### src/hw/rtl/lec_pkg.sv
// Shared types and constants for the LIFO eviction cache.
// No dependencies; imported by every module of the block.
`default_nettype none

package lec_pkg;

  localparam int MAX_ENTRIES = 16;
  localparam int KEY_BITS    = 32;
  localparam int VALUE_BITS  = 32;
  localparam int CMD_BITS    = 2;
  localparam int CAP_BITS    = 5;
  localparam int IDX_W       = (MAX_ENTRIES > 1) ? $clog2(MAX_ENTRIES) : 1;
  localparam int CNT_W       = $clog2(MAX_ENTRIES + 1);

  localparam logic [CAP_BITS-1:0] CAP_RESET = CAP_BITS'(16);

  typedef enum logic [CMD_BITS-1:0] {
    CMD_HAS = 2'd0,
    CMD_GET = 2'd1,
    CMD_SET = 2'd2
  } cmd_t;

  typedef logic [KEY_BITS-1:0]   key_t;
  typedef logic [VALUE_BITS-1:0] value_t;
  typedef logic [IDX_W-1:0]      idx_t;
  typedef logic [CNT_W-1:0]      cnt_t;

  typedef key_t   [MAX_ENTRIES-1:0] key_array_t;

  // Result of the parallel key search
  typedef struct packed {
    logic found;
    idx_t where;
  } lookup_t;

  // Update request from the request stage to the entry store
  typedef struct packed {
    logic   write;
    logic   found;
    idx_t   where;
    key_t   key;
    value_t value;
  } update_t;

endpackage

`default_nettype wire

### src/hw/rtl/lec_match.sv
// Parallel key compare across all valid entries with a lowest-index priority pick.
// Depends on lec_pkg.
`default_nettype none

module lec_match
  import lec_pkg::*;
(
  input  key_array_t keys,
  input  cnt_t       count,
  input  key_t       key,
  output lookup_t    result
);

  logic [MAX_ENTRIES-1:0] match;

  always_comb begin
    for (int i = 0; i < MAX_ENTRIES; i++) begin
      match[i] = (cnt_t'(i) < count) && (keys[i] == key);
    end
  end

  // Scan downward so the lowest matching index wins
  always_comb begin
    result.found = |match;
    result.where = '0;
    for (int i = MAX_ENTRIES - 1; i >= 0; i--) begin
      if (match[i]) begin
        result.where = idx_t'(i);
      end
    end
  end

endmodule

`default_nettype wire

### src/hw/rtl/lec_store.sv
// Entry store: key and value registers in insertion order plus the entry count.
// Applies overwrite, LIFO eviction and append. Depends on lec_pkg.
`default_nettype none

module lec_store
  import lec_pkg::*;
(
  input  logic                clk,
  input  logic                rst,
  input  logic [CAP_BITS-1:0] capacity,
  input  update_t             upd,
  input  idx_t                rd_where,
  output key_array_t          keys,
  output value_t              rd_value,
  output cnt_t                count
);

  value_t values [MAX_ENTRIES];
  cnt_t   cap_eff;
  logic   evict;
  cnt_t   slot;
  logic   append;
  cnt_t   count_next;

  always_comb begin
    if (capacity == '0) begin
      cap_eff = cnt_t'(1);
    end else if (capacity > CAP_BITS'(MAX_ENTRIES)) begin
      cap_eff = cnt_t'(MAX_ENTRIES);
    end else begin
      cap_eff = cnt_t'(capacity);
    end
  end

  // Drop the most recent entry when full, then append at the freed slot
  assign evict  = (count >= cap_eff) && (count != '0);
  assign slot   = evict ? count - cnt_t'(1) : count;
  assign append = upd.write && !upd.found && (slot < cnt_t'(MAX_ENTRIES));

  always_comb begin
    count_next = count;
    if (append) begin
      count_next = slot + cnt_t'(1);
    end
  end

  assign rd_value = values[rd_where];

  always_ff @(posedge clk) begin
    if (rst) begin
      count <= '0;
    end else begin
      count <= count_next;
    end
  end

  always_ff @(posedge clk) begin
    if (upd.write && upd.found) begin
      values[upd.where] <= upd.value;
    end else if (append) begin
      keys[slot[IDX_W-1:0]]   <= upd.key;
      values[slot[IDX_W-1:0]] <= upd.value;
    end
  end

  a_count_bound: assert property (@(posedge clk) disable iff (rst)
    count <= cnt_t'(MAX_ENTRIES))
    else $error("entry count above store depth");

  a_reset_empty: assert property (@(posedge clk)
    rst |=> count == '0)
    else $error("store not empty after reset");

  a_grow: assert property (@(posedge clk) disable iff (rst)
    upd.write && !upd.found && count < cap_eff |=> count == $past(count) + cnt_t'(1))
    else $error("insert into non-full store did not grow count");

  a_hold: assert property (@(posedge clk) disable iff (rst)
    !upd.write || upd.found |=> $stable(count))
    else $error("count changed without an insert");

endmodule

`default_nettype wire

### src/hw/rtl/lifo_eviction_cache_unit.sv
// Top level of the LIFO eviction cache: request register, lookup, store, result register.
// Depends on lec_pkg, lec_match and lec_store.
//
//   channel   signals                              handshake
//   request   start, busy, cmd, key, value_in      taken when start && !busy
//   result    done, key_ok, hit, value_out         one-cycle strobe on done
//   config    cfg_valid, cfg_ready, cfg_data       written when valid && ready
//
// One request per cycle. A request taken at one edge is registered, looked up and
// applied to the store during the next cycle; done pulses in the cycle after that.
// Lookup and store update share one cycle, so a following request sees the new state.
// busy and cfg_ready follow rst: no request or write is taken during reset.
// Reset empties the store and sets the capacity to 16. The receiver cannot stall.
`default_nettype none

module lifo_eviction_cache_unit
  import lec_pkg::*;
(
  input  logic                  clk,
  input  logic                  rst,
  input  logic                  start,
  output logic                  busy,
  input  logic [CMD_BITS-1:0]   cmd,
  input  logic [KEY_BITS-1:0]   key,
  input  logic [VALUE_BITS-1:0] value_in,
  input  logic                  cfg_valid,
  output logic                  cfg_ready,
  input  logic [CAP_BITS-1:0]   cfg_data,
  output logic                  done,
  output logic                  key_ok,
  output logic                  hit,
  output logic [VALUE_BITS-1:0] value_out
);

  logic                req_valid;
  logic [CMD_BITS-1:0] req_cmd;
  key_t                req_key;
  value_t              req_value;
  logic [CAP_BITS-1:0] capacity;

  key_array_t keys;
  cnt_t       count;
  value_t     rd_value;
  lookup_t    look;
  update_t    upd;
  logic       req_ok;
  logic       is_get;

  assign busy      = rst;
  assign cfg_ready = !rst;

  always_ff @(posedge clk) begin
    if (rst) begin
      capacity <= CAP_RESET;
    end else if (cfg_valid && cfg_ready) begin
      capacity <= cfg_data;
    end
  end

  always_ff @(posedge clk) begin
    if (rst) begin
      req_valid <= 1'b0;
    end else begin
      req_valid <= start && !busy;
    end
  end

  always_ff @(posedge clk) begin
    if (start && !busy) begin
      req_cmd   <= cmd;
      req_key   <= key;
      req_value <= value_in;
    end
  end

  lec_match u_match (
    .keys   (keys),
    .count  (count),
    .key    (req_key),
    .result (look)
  );

  // Refuse the empty key and the unused command code
  assign req_ok = req_valid && (req_key != '0) &&
                  (req_cmd == CMD_HAS || req_cmd == CMD_GET || req_cmd == CMD_SET);
  assign is_get = req_cmd == CMD_GET;

  always_comb begin
    upd.write = req_ok && (req_cmd == CMD_SET);
    upd.found = look.found;
    upd.where = look.where;
    upd.key   = req_key;
    upd.value = req_value;
  end

  lec_store u_store (
    .clk      (clk),
    .rst      (rst),
    .capacity (capacity),
    .upd      (upd),
    .rd_where (look.where),
    .keys     (keys),
    .rd_value (rd_value),
    .count    (count)
  );

  always_ff @(posedge clk) begin
    if (rst) begin
      done <= 1'b0;
    end else begin
      done <= req_valid;
    end
  end

  always_ff @(posedge clk) begin
    key_ok    <= req_ok;
    hit       <= req_ok && look.found;
    value_out <= (req_ok && is_get && look.found) ? rd_value : '0;
  end

  a_done_follows: assert property (@(posedge clk) disable iff (rst)
    (start && !busy) |=> ##1 done)
    else $error("accepted request produced no result strobe");

  a_hit_needs_ok: assert property (@(posedge clk) disable iff (rst)
    done && hit |-> key_ok)
    else $error("hit reported on a refused request");

  a_value_get_only: assert property (@(posedge clk) disable iff (rst)
    done && !hit |-> value_out == '0)
    else $error("value returned without a hit");

endmodule

`default_nettype wire
### config.mk
export PLATFORM = sky130hd
export DESIGN_NAME = lifo_eviction_cache_unit
export DESIGN_NICKNAME = d
export VERILOG_FILES = /design/src/hw/rtl/lec_pkg.sv /design/src/hw/rtl/lec_match.sv /design/src/hw/rtl/lec_store.sv /design/src/hw/rtl/lifo_eviction_cache_unit.sv
export SDC_FILE = /design/constraint.sdc
export NUM_CORES = 1
export LEC_CHECK = 0
export BUFFER_PORTS_ARGS = -buffer_cell sky130_fd_sc_hd__clkbuf_2
export CAP_MARGIN = 15
export CORE_MARGIN = 4
export CORE_UTILIZATION = 58
export DETAILED_ROUTE_END_ITERATION = 12
export GPL_ROUTABILITY_DRIVEN = 1
export PLACE_DENSITY = 0.75
export SLEW_MARGIN = 25
export SYNTH_ARGS = -nofsm -noshare
export SYNTH_HDL_FRONTEND = slang
export SYNTH_SLANG_ARGS = --single-unit
### constraint.sdc
create_clock -name clk -period 7.8 [get_ports clk]
set_input_delay 0.39 -clock clk [delete_from_list [all_inputs] [get_ports clk]]
set_output_delay 0.39 -clock clk [all_outputs]
set_load 0.01 [all_outputs]
* Yosys cells after proc, flatten, opt, wreduce, memory -nomap -nowiden
Memory sizes are Yosys's and may differ from the RTL's. A register that Yosys moved wholly into a read port is not among the register bits.
Cells that the tools add are included.
** Word-level totals
- Register bits after elaboration :: 592
- Bits in latches :: 0
- RAM bits :: 512
- Bits in read-only memories :: 0
- Input port bits :: 75
- Output and inout port bits :: 37
- Memories kept :: 1
** Operators by class
- $add $sub $neg :: 2
- Multipliers :: 0
- Div/mod/pow operators :: 0
- $lt $le $gt $ge :: 21
- Equality and inequality tests :: 18
- Shift operators :: 0
- Multiplexer cells :: 30
- Bitwise operators :: 1
- Reductions and logical operators :: 41
** Memory list
- u_store.values :: depth 16, width 32, rd ports 1, clocked after Yosys merged registers in 1, write ports 1, line lec_store.sv:18 : value_t values [MAX_ENTRIES];
** Operators by type and width (count)
- $bwmux W512 :: 1
- $eq A32 B32 Y1 :: 16
- $demux W32 S4 :: 1
- $mux W4 :: 17
- $mux W32 :: 2
- $lt A4 B5 Y1 const A :: 8
- $reduce_bool A32 Y1 :: 1
- $reduce_or A32 Y1 :: 1
- $logic_and A1 B1 Y1 :: 29
- $lt A3 B5 Y1 const A :: 4
- $reduce_or A16 Y1 :: 1
- $mux W5 :: 3
- $lt A1 B5 Y1 const A :: 2
- $lt A2 B5 Y1 const A :: 2
- $mux W1 :: 6
- $add A5 B1 Y5 const B :: 1
- $ge A5 B5 Y1 :: 1
- $gt A5 B5 Y1 const B :: 1
- $logic_not A5 Y1 :: 1
- $lt A4 B5 Y1 const B :: 1
- $lt A5 B5 Y1 const B :: 1
- $reduce_bool A5 Y1 :: 1
- $sub A5 B1 Y5 const B :: 1
- $ge A4 B1 Y1 const B :: 1
- other kinds (7) :: 10

* Longest topological paths before layout
Gate-level depths: netlist (run 1).
- Word-level depth :: 19
- Depth in mapped cells :: 17
- Mapped depth without buffers :: 17

* Cells and area by module
From an unflattened synthesis (run 1), not the netlist that was laid out.
** Unflattened totals
- Cell total of the unflattened synthesis :: 2384
- Area total of the unflattened synthesis :: 45210.9 µm²
** By module, submodules not included
- lec_store :: times used 1, cells each 1359, area each 35489.0 µm²
- lec_match :: times used 1, cells each 808, area each 6266.0 µm²
- lifo_eviction_cache_unit :: times used 1, cells each 217, area each 3455.8 µm²

* Worst setup path before layout (run 1)
No wires, ideal clock.
- Path kind :: reg-to-reg
- From :: register req_key[17]
- To :: memory u_store.values[2][0] in the netlist's numbering, enable pin
- Library setup time :: 421 ps
- Arrival time :: 4741 ps
- Required time :: 7379 ps
- Path slack :: 2638 ps
- Cell stages (with the launch flop) :: 16
- Path buffers :: 4
- Clock period less this slack :: 5162 ps
- Cells stage by stage :: edfxtp_1 buf_2 xnor2_1 nand4_1 or4_1 a2111oi_4 o21ai_1 a21bo_1 a211oi_1 o21ai_1 buf_4 buf_4 buf_4 o21ai_1 nand2_1 nor2_1
** Between the ends
- Cells in the longest elaborated chain, start to end :: 19
- Elaborated cells on any way between the ends :: 65
** Ends and longest elaborated chain
- from (decl) :: line lifo_eviction_cache_unit.sv:37 : key_t req_key;
- from (signal assigned) :: line lifo_eviction_cache_unit.sv:71 : req_key <= key;
- $eq A32 B32 Y1 :: line lec_match.sv:18 : match[i] = (cnt_t'(i) < count) && (keys[i] == key);
- $logic_and A1 B1 Y1 :: line lec_match.sv:18
- $mux W4 (16 in a row) :: line lec_match.sv:27 : if (match[i]) begin
- $mux W4 (no source line)
- to (decl) :: line lec_store.sv:18
Several ways; a longest one is shown, not always the timed one.

* Worst setup path in the final report (run 1)
- From :: register req_key[26]
- To :: register value_out[6] (read register of u_store.values)
** Between the ends
- Cells in the longest elaborated chain, start to end :: 18
- Elaborated cells on any way between the ends :: 55
** Ends and longest elaborated chain
- $eq A32 B32 Y1 :: line lec_match.sv:18
- $logic_and A1 B1 Y1 :: line lec_match.sv:18
- $mux W4 (16 in a row) :: line lec_match.sv:27
- to (decl) :: line lifo_eviction_cache_unit.sv:32 : output logic [VALUE_BITS-1:0] value_out
Several ways; a longest one is shown, not always the timed one.
A chain may end at the register's enable or synchronous reset.

==> impl_metrics.py, run 1 <==
metrics = {
    "job": {
        "max_cap_violations": 0,
    },
    "yosys": {
        "syn_nets": 2806,
        "synth-simple-area-share_pct": 5.03,
        "synth_mux_area_share_pct": 6.35,
        "synthXorXnorAreaFrac_pct": 9.86,
        "yosys-top-cells-area": "edfxtp_1, mux2i_1, xnor2_1, xor2_1, dfxtp_1",
        "postSynthCellCount": 2720,
        "synth_edf_count": 1090,
        "avgSynthCellArea_sq_um": 16.8,
        "synth_top_family_by_area": "XOR/XNOR gates",
        "yosysSeqAreaShare_pct": 73.5,
        "yosys_register_bits": 1136,
        "synth_area_sq_um": 45800,
        "synthDistinctLibCells": 71,
        "synth-compound-area-share_pct": 3.24,
        "yosys_warnings": 0,
        "synth_top_area_cell": "edfxtp_1",
        "async_flop_share_pct": 0,
        "synthFlopType": "edfxtp_1",
        "synth_top_area_share_pct": 71.4,
        "synth-adder-area-share_pct": 0.300,
    },
    "clock_tree": {
        "htreeDepth": 3,
        "numCtsBuffers": 110,
        "worst_skew_pair.late_latency_ps": 680,
        "root_buffer": "clkbuf_16",
        "cts_tree": "done",
        "clkTransAtPathRegs_ps": 60,
        "clockBufferDepth": 3,
        "cts_resized": 0,
        "cts_sinks": 1136,
    },
    "critical_path": {
        "critPathBufInv": 3,
        "critPathTopFamily": "buffers and inverters",
        "cp_slowest_cell": "edfxtp_1",
        "critPathMaxFanout": 58,
        "required_ps": 8310,
        "worst-setup-path-type": "register to register",
        "cp-start-kind": "register",
        "cpPeakStageDelay_ps": 950,
        "worstPathArrival_ps": 6670,
        "crit_path_cell_trace": "buf_4, xor2_1, nor3_1, nand3_1, nor4_1, nor2_1, o211ai_1, buf_4, buf_4, mux2i_1, mux2i_1, mux2i_1, o32ai_1",
        "critPathCaptureType": "register",
    },
    "timing": {
        "fin_setup_tns_ps": 0,
        "tightest_slew_ps": 1050,
        "holdWs_ps": 102,
        "slew_headroom_pct": 29.9,
        "rsz0062_at_grt": "false",
        "max_freq_ghz": 0.162,
        "finalHoldViolCount": 0,
        "finalCritPeriodShare_pct": 78.9,
        "setup_viol": 0,
        "fin_skew_ps": 33.4,
        "finalCriticalPeriod_ps": 6150,
        "drv_slew": 0,
    },
    "die": {
        "die-area_sq_um": 83600,
        "start_util_pct": 58.9,
        "rows": 102,
        "io_pins": 112,
        "core-area_sq_um": 77800,
        "die_y_um": 289,
        "dieWidth_um": 289,
    },
    "hold_path": {
        "hold_class": "primary input to register",
    },
    "drt": {
        "drt_iter0_markers": 2869,
        "vias": 25380,
        "drcViolationCount": 0,
        "first_pass_iters": 5,
        "totalWireLength_mm": 112,
        "wl_per_cell_um": 27.3,
        "viasPerCell": 6.16,
        "ant_nets": 0,
    },
    "grt": {
        "grt_pass1_wl_mm": 166,
        "met2_usage_pct": 41.5,
        "grtUsageMet1_pct": 39.9,
        "antenna_found_initial": 1,
        "groute.usage.overall_pct": 26.9,
        "grt.busiest_layer": "met2",
        "gr-usage-met3_pct": 5.00,
        "first_global_vias": 25324,
        "globalRoute.totalOverflow": 0,
        "grt_max_degree": 59,
    },
    "layout": {
        "drive_gt1_share_pct": 15.3,
        "syn2layout_area_growth_pct": 15.2,
        "final_common_cell": "edfxtp_1",
        "fin_nets": 3069,
        "final_cell_mix": "edfxtp_1, xnor2_1, mux2i_1",
    },
    "placement": {
        "gp_congestion": 0.915,
        "io_buffers": 111,
        "dp_hpwl_mm": 67.6,
    },
    "run_status": {
        "status": "complete, no violations",
    },
    "pwr": {
        "total_leakage_power_nw": 18.1,
        "p_per_area_nw_per_um2": 244,
        "ir_worst_vdd_mv": 0.184,
    },
}
[registers in the layout (all words and copies together), names as in the netlist]
register	count
req_value	32
u_store.count	5
capacity	5
key_ok	1
value_out	32
done	1
u_store.keys	512
req_valid	1
hit	1
req_cmd	2
u_store.values	512
req_key	32
[cell usage after synthesis (6+ instances only)]
cell type  count
dfxtp_1       46
edfxtp_1    1090
nor3_1        16
a32o_1        13
o21ai_1        6
nand2b_1      10
a21o_1         8
nor2b_1       19
a221oi_1      27
nand2_1       83
xnor2_1      285
a221o_1       14
nand4_1       82
buf_1         10
a211oi_1      20
o32ai_1       14
buf_6         10
xor2_1       231
o21ai_0       12
nor4_1        76
nor2_1        77
nand3_1       23
clkbuf_1      25
mux2_2        18
buf_4         13
a21oi_1       48
buf_2         74
mux2_1        13
mux2i_1      256
inv_1         16
nand3_2       10
ha_1          11
[path summary, 6_finish.rpt]
check	startpoint	end	slack [ps]	cells past startpoint
max	req_key[26]	value_out[6]	1650	13
min	cfg_valid	capacity[4]	100	2
max reg2reg	req_key[26]	value_out[6]	1650	13
min reg2reg	capacity[0]	capacity[0]	530	2
[cell type report]
type,count,area [sq um]
Timing Repair Buffer,285,2370
Sequential cell,1136,33700
Antenna cell,2,5.00
Fill cell,5006,25100
Inverter,16,60.1
Tap cell,1040,1300
Multi-Input combinational cell,1434,11600
Clock inverter,71,887
Clock buffer,137,2930
[layer usage]
| layer | up-vias | wire length [um] |
|---|---|---|
| li1 | 10888 | - |
| met1 | 12865 | 46600 |
| met2 | 1399 | 52200 |
| met3 | 226 | 10700 |
| met4 | 2 | 3000 |
| met5 | - | 13 |
[worst register-to-register path: stages, from the launching register on]
cell      delay (ps)
edfxtp_1         950
buf_4            530
xor2_1           140
nor3_1           350
nand3_1          220
nor4_1           900
nor2_1            80
o211ai_1         280
buf_4            830
buf_4            790
mux2i_1          340
mux2i_1          120
mux2i_1          310
o32ai_1          160
[stage by stage]
| stage | area (sq um) | power [mW] | utilization [%] | cells | worst slack (ps) |
|---|---|---|---|---|---|
| global route | 52800 | 13.2 | 67.8 | 4119 | 1360 |
| finish | 52800 | 12.9 | 67.8 | 4121 | 1650 |
| detailed placement | 48200 | 7.39 | 61.9 | 3838 | 1800 |
| floorplan | 45800 | 7.18 | - | 2720 | 2640 |
| CTS | 52800 | 12.9 | 67.8 | 4118 | 1800 |
| global placement | 47800 | 7.37 | 61.3 | 3821 | 1820 |
[timing repair]
item	in CTS	in global routing
hold endpoints to repair	72	0
hold buffers	72	0
buffers inserted	0	0
[kinds of logic after synthesis]
| kind of cell | after synthesis |
|---|---|
| flip-flops | 1136 |
| XOR/XNOR | 516 |
| AND/OR/NAND/NOR | 427 |
| multiplexers | 287 |
| AO/OA/AOI/OAI | 193 |
| buffers and inverters | 150 |
| adder cells (fa/ha/maj) | 11 |
[report_power, final]
part	leakage [nW]	total, mW	internal (mW)	switching (mW)
combinational	6.06	0.460	0.170	0.290
clock	1.88	5.56	3.28	2.29
sequential	10.2	6.84	6.74	0.0943
(Power assumes the default switching activity.)
==> inputs of run 2 (changes only) <==
==> constraint.sdc (replaced) <==
create_clock -name clk -period 5.8 [get_ports clk]
set_input_delay 0.29 -clock clk [delete_from_list [all_inputs] [get_ports clk]]
set_output_delay 0.29 -clock clk [all_outputs]
set_load 0.01 [all_outputs]
==> run 2 against run 1 <==
Via count rose by 0.67%; fmax is 15% higher; sequential share of layout area decreased by 0.29 points; count of clock-buffer cells in the layout grew 7; global-route usage about the same; register-to-register slack got worse by 1200 ps; cell count increased by 1.4%; first-iteration DRC count fell by 0.66%; largest cell class unchanged; largest power group unchanged.
==> impl_metrics.py, run 2 (synthesis results as in run 1) <==
metrics = {
    "critical_path": {
        "worstPathArrival_ps": 5670,
        "critPathTopFamily": "simple AND/OR/NAND/NOR gates",
        "critPathLaunch": "req_key[2]",
        "endpoint": "u_store.values[3][29]",
        "path_depth": 14,
        "worst-setup-path-type": "register to register",
        "reg2reg_slack_ps": 440,
        "critPathCaptureType": "register",
        "crit_path_cell_trace": "xor2_1, nor4_1, nand4_1, a2111oi_1, buf_4, nor4_1, nand2b_1, or2_1, nor2_1, nand2_1, mux2i_1, nand2_1, nor2_4, buf_4",
        "cpPeakStageDelay_ps": 1040,
        "worst_r2r_endpoint": "u_store.values[3][29]",
        "critPathMaxFanout": 23,
        "cp_slowest_cell": "edfxtp_1",
        "cp-start-kind": "register",
        "critPathBufInv": 2,
        "reg2reg_from": "req_key[2]",
        "r2r_cells": 14,
        "required_ps": 6110,
    },
    "placement": {
        "gp_congestion": 0.922,
        "io_buffers": 111,
        "place_area_sq_um": 48600,
        "dp_hpwl_mm": 67.3,
    },
    "timing": {
        "setup_viol": 0,
        "slew_headroom_pct": 29.5,
        "max_freq_ghz": 0.186,
        "fin_skew_ps": 45.4,
        "finalHoldViolCount": 0,
        "rsz0062_at_grt": "false",
        "drv_slew": 0,
        "fin_setup_tns_ps": 0,
        "finalCritPeriodShare_pct": 92.5,
        "finalCriticalPeriod_ps": 5360,
        "tightest_slew_ps": 1060,
    },
    "layout": {
        "syn2layout_area_growth_pct": 15.7,
        "multi_input_area_sq_um": 11600,
        "ff_latch_area_sq_um": 33700,
        "drive_gt1_share_pct": 16.2,
        "stdcell_area_sq_um": 53000,
        "fin_nets": 3127,
        "final_cell_mix": "edfxtp_1, xnor2_1, mux2i_1",
        "final_common_cell": "edfxtp_1",
        "utilization_pct": 68.1,
        "fill_cells": 5051,
    },
    "drt": {
        "ant_nets": 0,
        "dr_wl_met3_mm": 10.6,
        "first_pass_iters": 5,
        "vias": 25550,
        "met1Wirelength_mm": 46.8,
        "totalWireLength_mm": 113,
        "dr.max_layer_used": "met4",
        "met2_wirelength_mm": 52.3,
        "drcViolationCount": 0,
        "drt_iter0_markers": 2850,
        "viasPerCell": 6.11,
        "wl_per_cell_um": 26.9,
    },
    "grt": {
        "first_global_vias": 25760,
        "antenna_found_initial": 3,
        "grt_pass1_wl_mm": 167,
        "groute.usage.overall_pct": 27.0,
        "grt_max_degree": 67,
        "globalRoute.totalOverflow": 0,
    },
    "hold_path": {
        "hold_class": "primary input to register",
    },
    "pwr": {
        "p_per_area_nw_per_um2": 321,
        "intPower_mw": 13.4,
        "ir_worst_vdd_mv": 0.288,
        "clockPowerShare_pct": 42.1,
        "power.share.sequential_pct": 54.1,
        "combPwrFrac_pct": 3.8,
        "sw_frac_of_total_pct": 21.2,
        "total_leakage_power_nw": 18.3,
        "switchingPower_mw": 3.60,
    },
    "die": {
        "dieWidth_um": 289,
        "die_y_um": 289,
        "start_util_pct": 58.9,
        "core-area_sq_um": 77800,
        "die-area_sq_um": 83600,
        "rows": 102,
        "io_pins": 112,
    },
    "clock_tree": {
        "cts_tree": "done",
        "postCtsSetupBuffers": 0,
        "root_buffer": "clkbuf_16",
        "clockBufferDepth": 3,
        "numCtsBuffers": 111,
        "htreeDepth": 3,
        "worst_skew_pair.late_latency_ps": 700,
        "clkTransAtPathRegs_ps": 60,
        "cts_sinks": 1136,
    },
    "job": {
        "max_cap_violations": 0,
    },
    "run_status": {
        "status": "complete, no violations",
    },
}
-- run 2: layout make-up --
type | count | share of cell area, %
inverters | 16 | 0.113
multi-input cells | 1434 | 21.8
flip-flops and latches | 1136 | 63.5
clock buffers | 144 | 5.64
repair buffers | 342 | 5.24
clock inverters | 66 | 1.27
well taps | 1040 | 2.45
diodes | 1 | 0.00472
-- run 2: per-stage QoR --
stage	setup WS (ps)	total power, mW	hold WS (ps)	std cells
2_1_floorplan	638	9.65	362	2720
3_3_place_gp	708	9.94	467	3890
3_5_place_dp	564	9.96	469	3890
4_1_cts	505	17.1	18.0	4178
5_1_grt	110	17.5	52.5	4178
6_report	436	17.0	50.2	4179
-- run 2: power groups by stage --
| stage | sequential, mW | combinational, mW | clock (mW) |
|---|---|---|---|
| after floorplan | 9.32 | 0.334 | 0 |
| after global placement | 9.35 | 0.586 | 0 |
| after detailed placement | 9.36 | 0.597 | 0 |
| after CTS | 9.19 | 0.645 | 7.23 |
| after global routing | 9.20 | 0.691 | 7.59 |
| final | 9.19 | 0.653 | 7.15 |
-- run 2: worst min path at each step --
stage / startpoint / depth (start not counted) / to / slack, ps
6_report: rst / 3 / done / 50
5_1_grt: rst / 3 / capacity[3] / 50
4_1_cts: rst / 3 / done / 20
3_5_place_dp: value_in[14] / 1 / req_value[14] / 470
3_3_place_gp: value_in[28] / 1 / req_value[28] / 470
2_1_floorplan: rst / 1 / done / 360
-- run 2: layer usage --
| metal | track usage, % | vias to the layer above |
|---|---|---|
| met5 | 0 | - |
| li1 | - | 10993 |
| met1 | 40.1 | 12962 |
| met2 | 42.3 | 1395 |
| met4 | 7.00 | 0 |
| met3 | 4.48 | 200 |
-- run 2: worst register-to-register path, stage by stage (launching register included) --
cell and delay (ps):
edfxtp_1 1040, xor2_1 150, nor4_1 770, nand4_1 290
a2111oi_1 400, buf_4 200, nor4_1 80, nand2b_1 200
or2_1 300, nor2_1 110, nand2_1 220, mux2i_1 280
nand2_1 290, nor2_4 220, buf_4 440
-- run 2: what timing repair did --
item | CTS | global route
gates resized for setup | 0 | 0
endpoints found under the hold margin | 72 | 0
hold buffers | 78 | 0
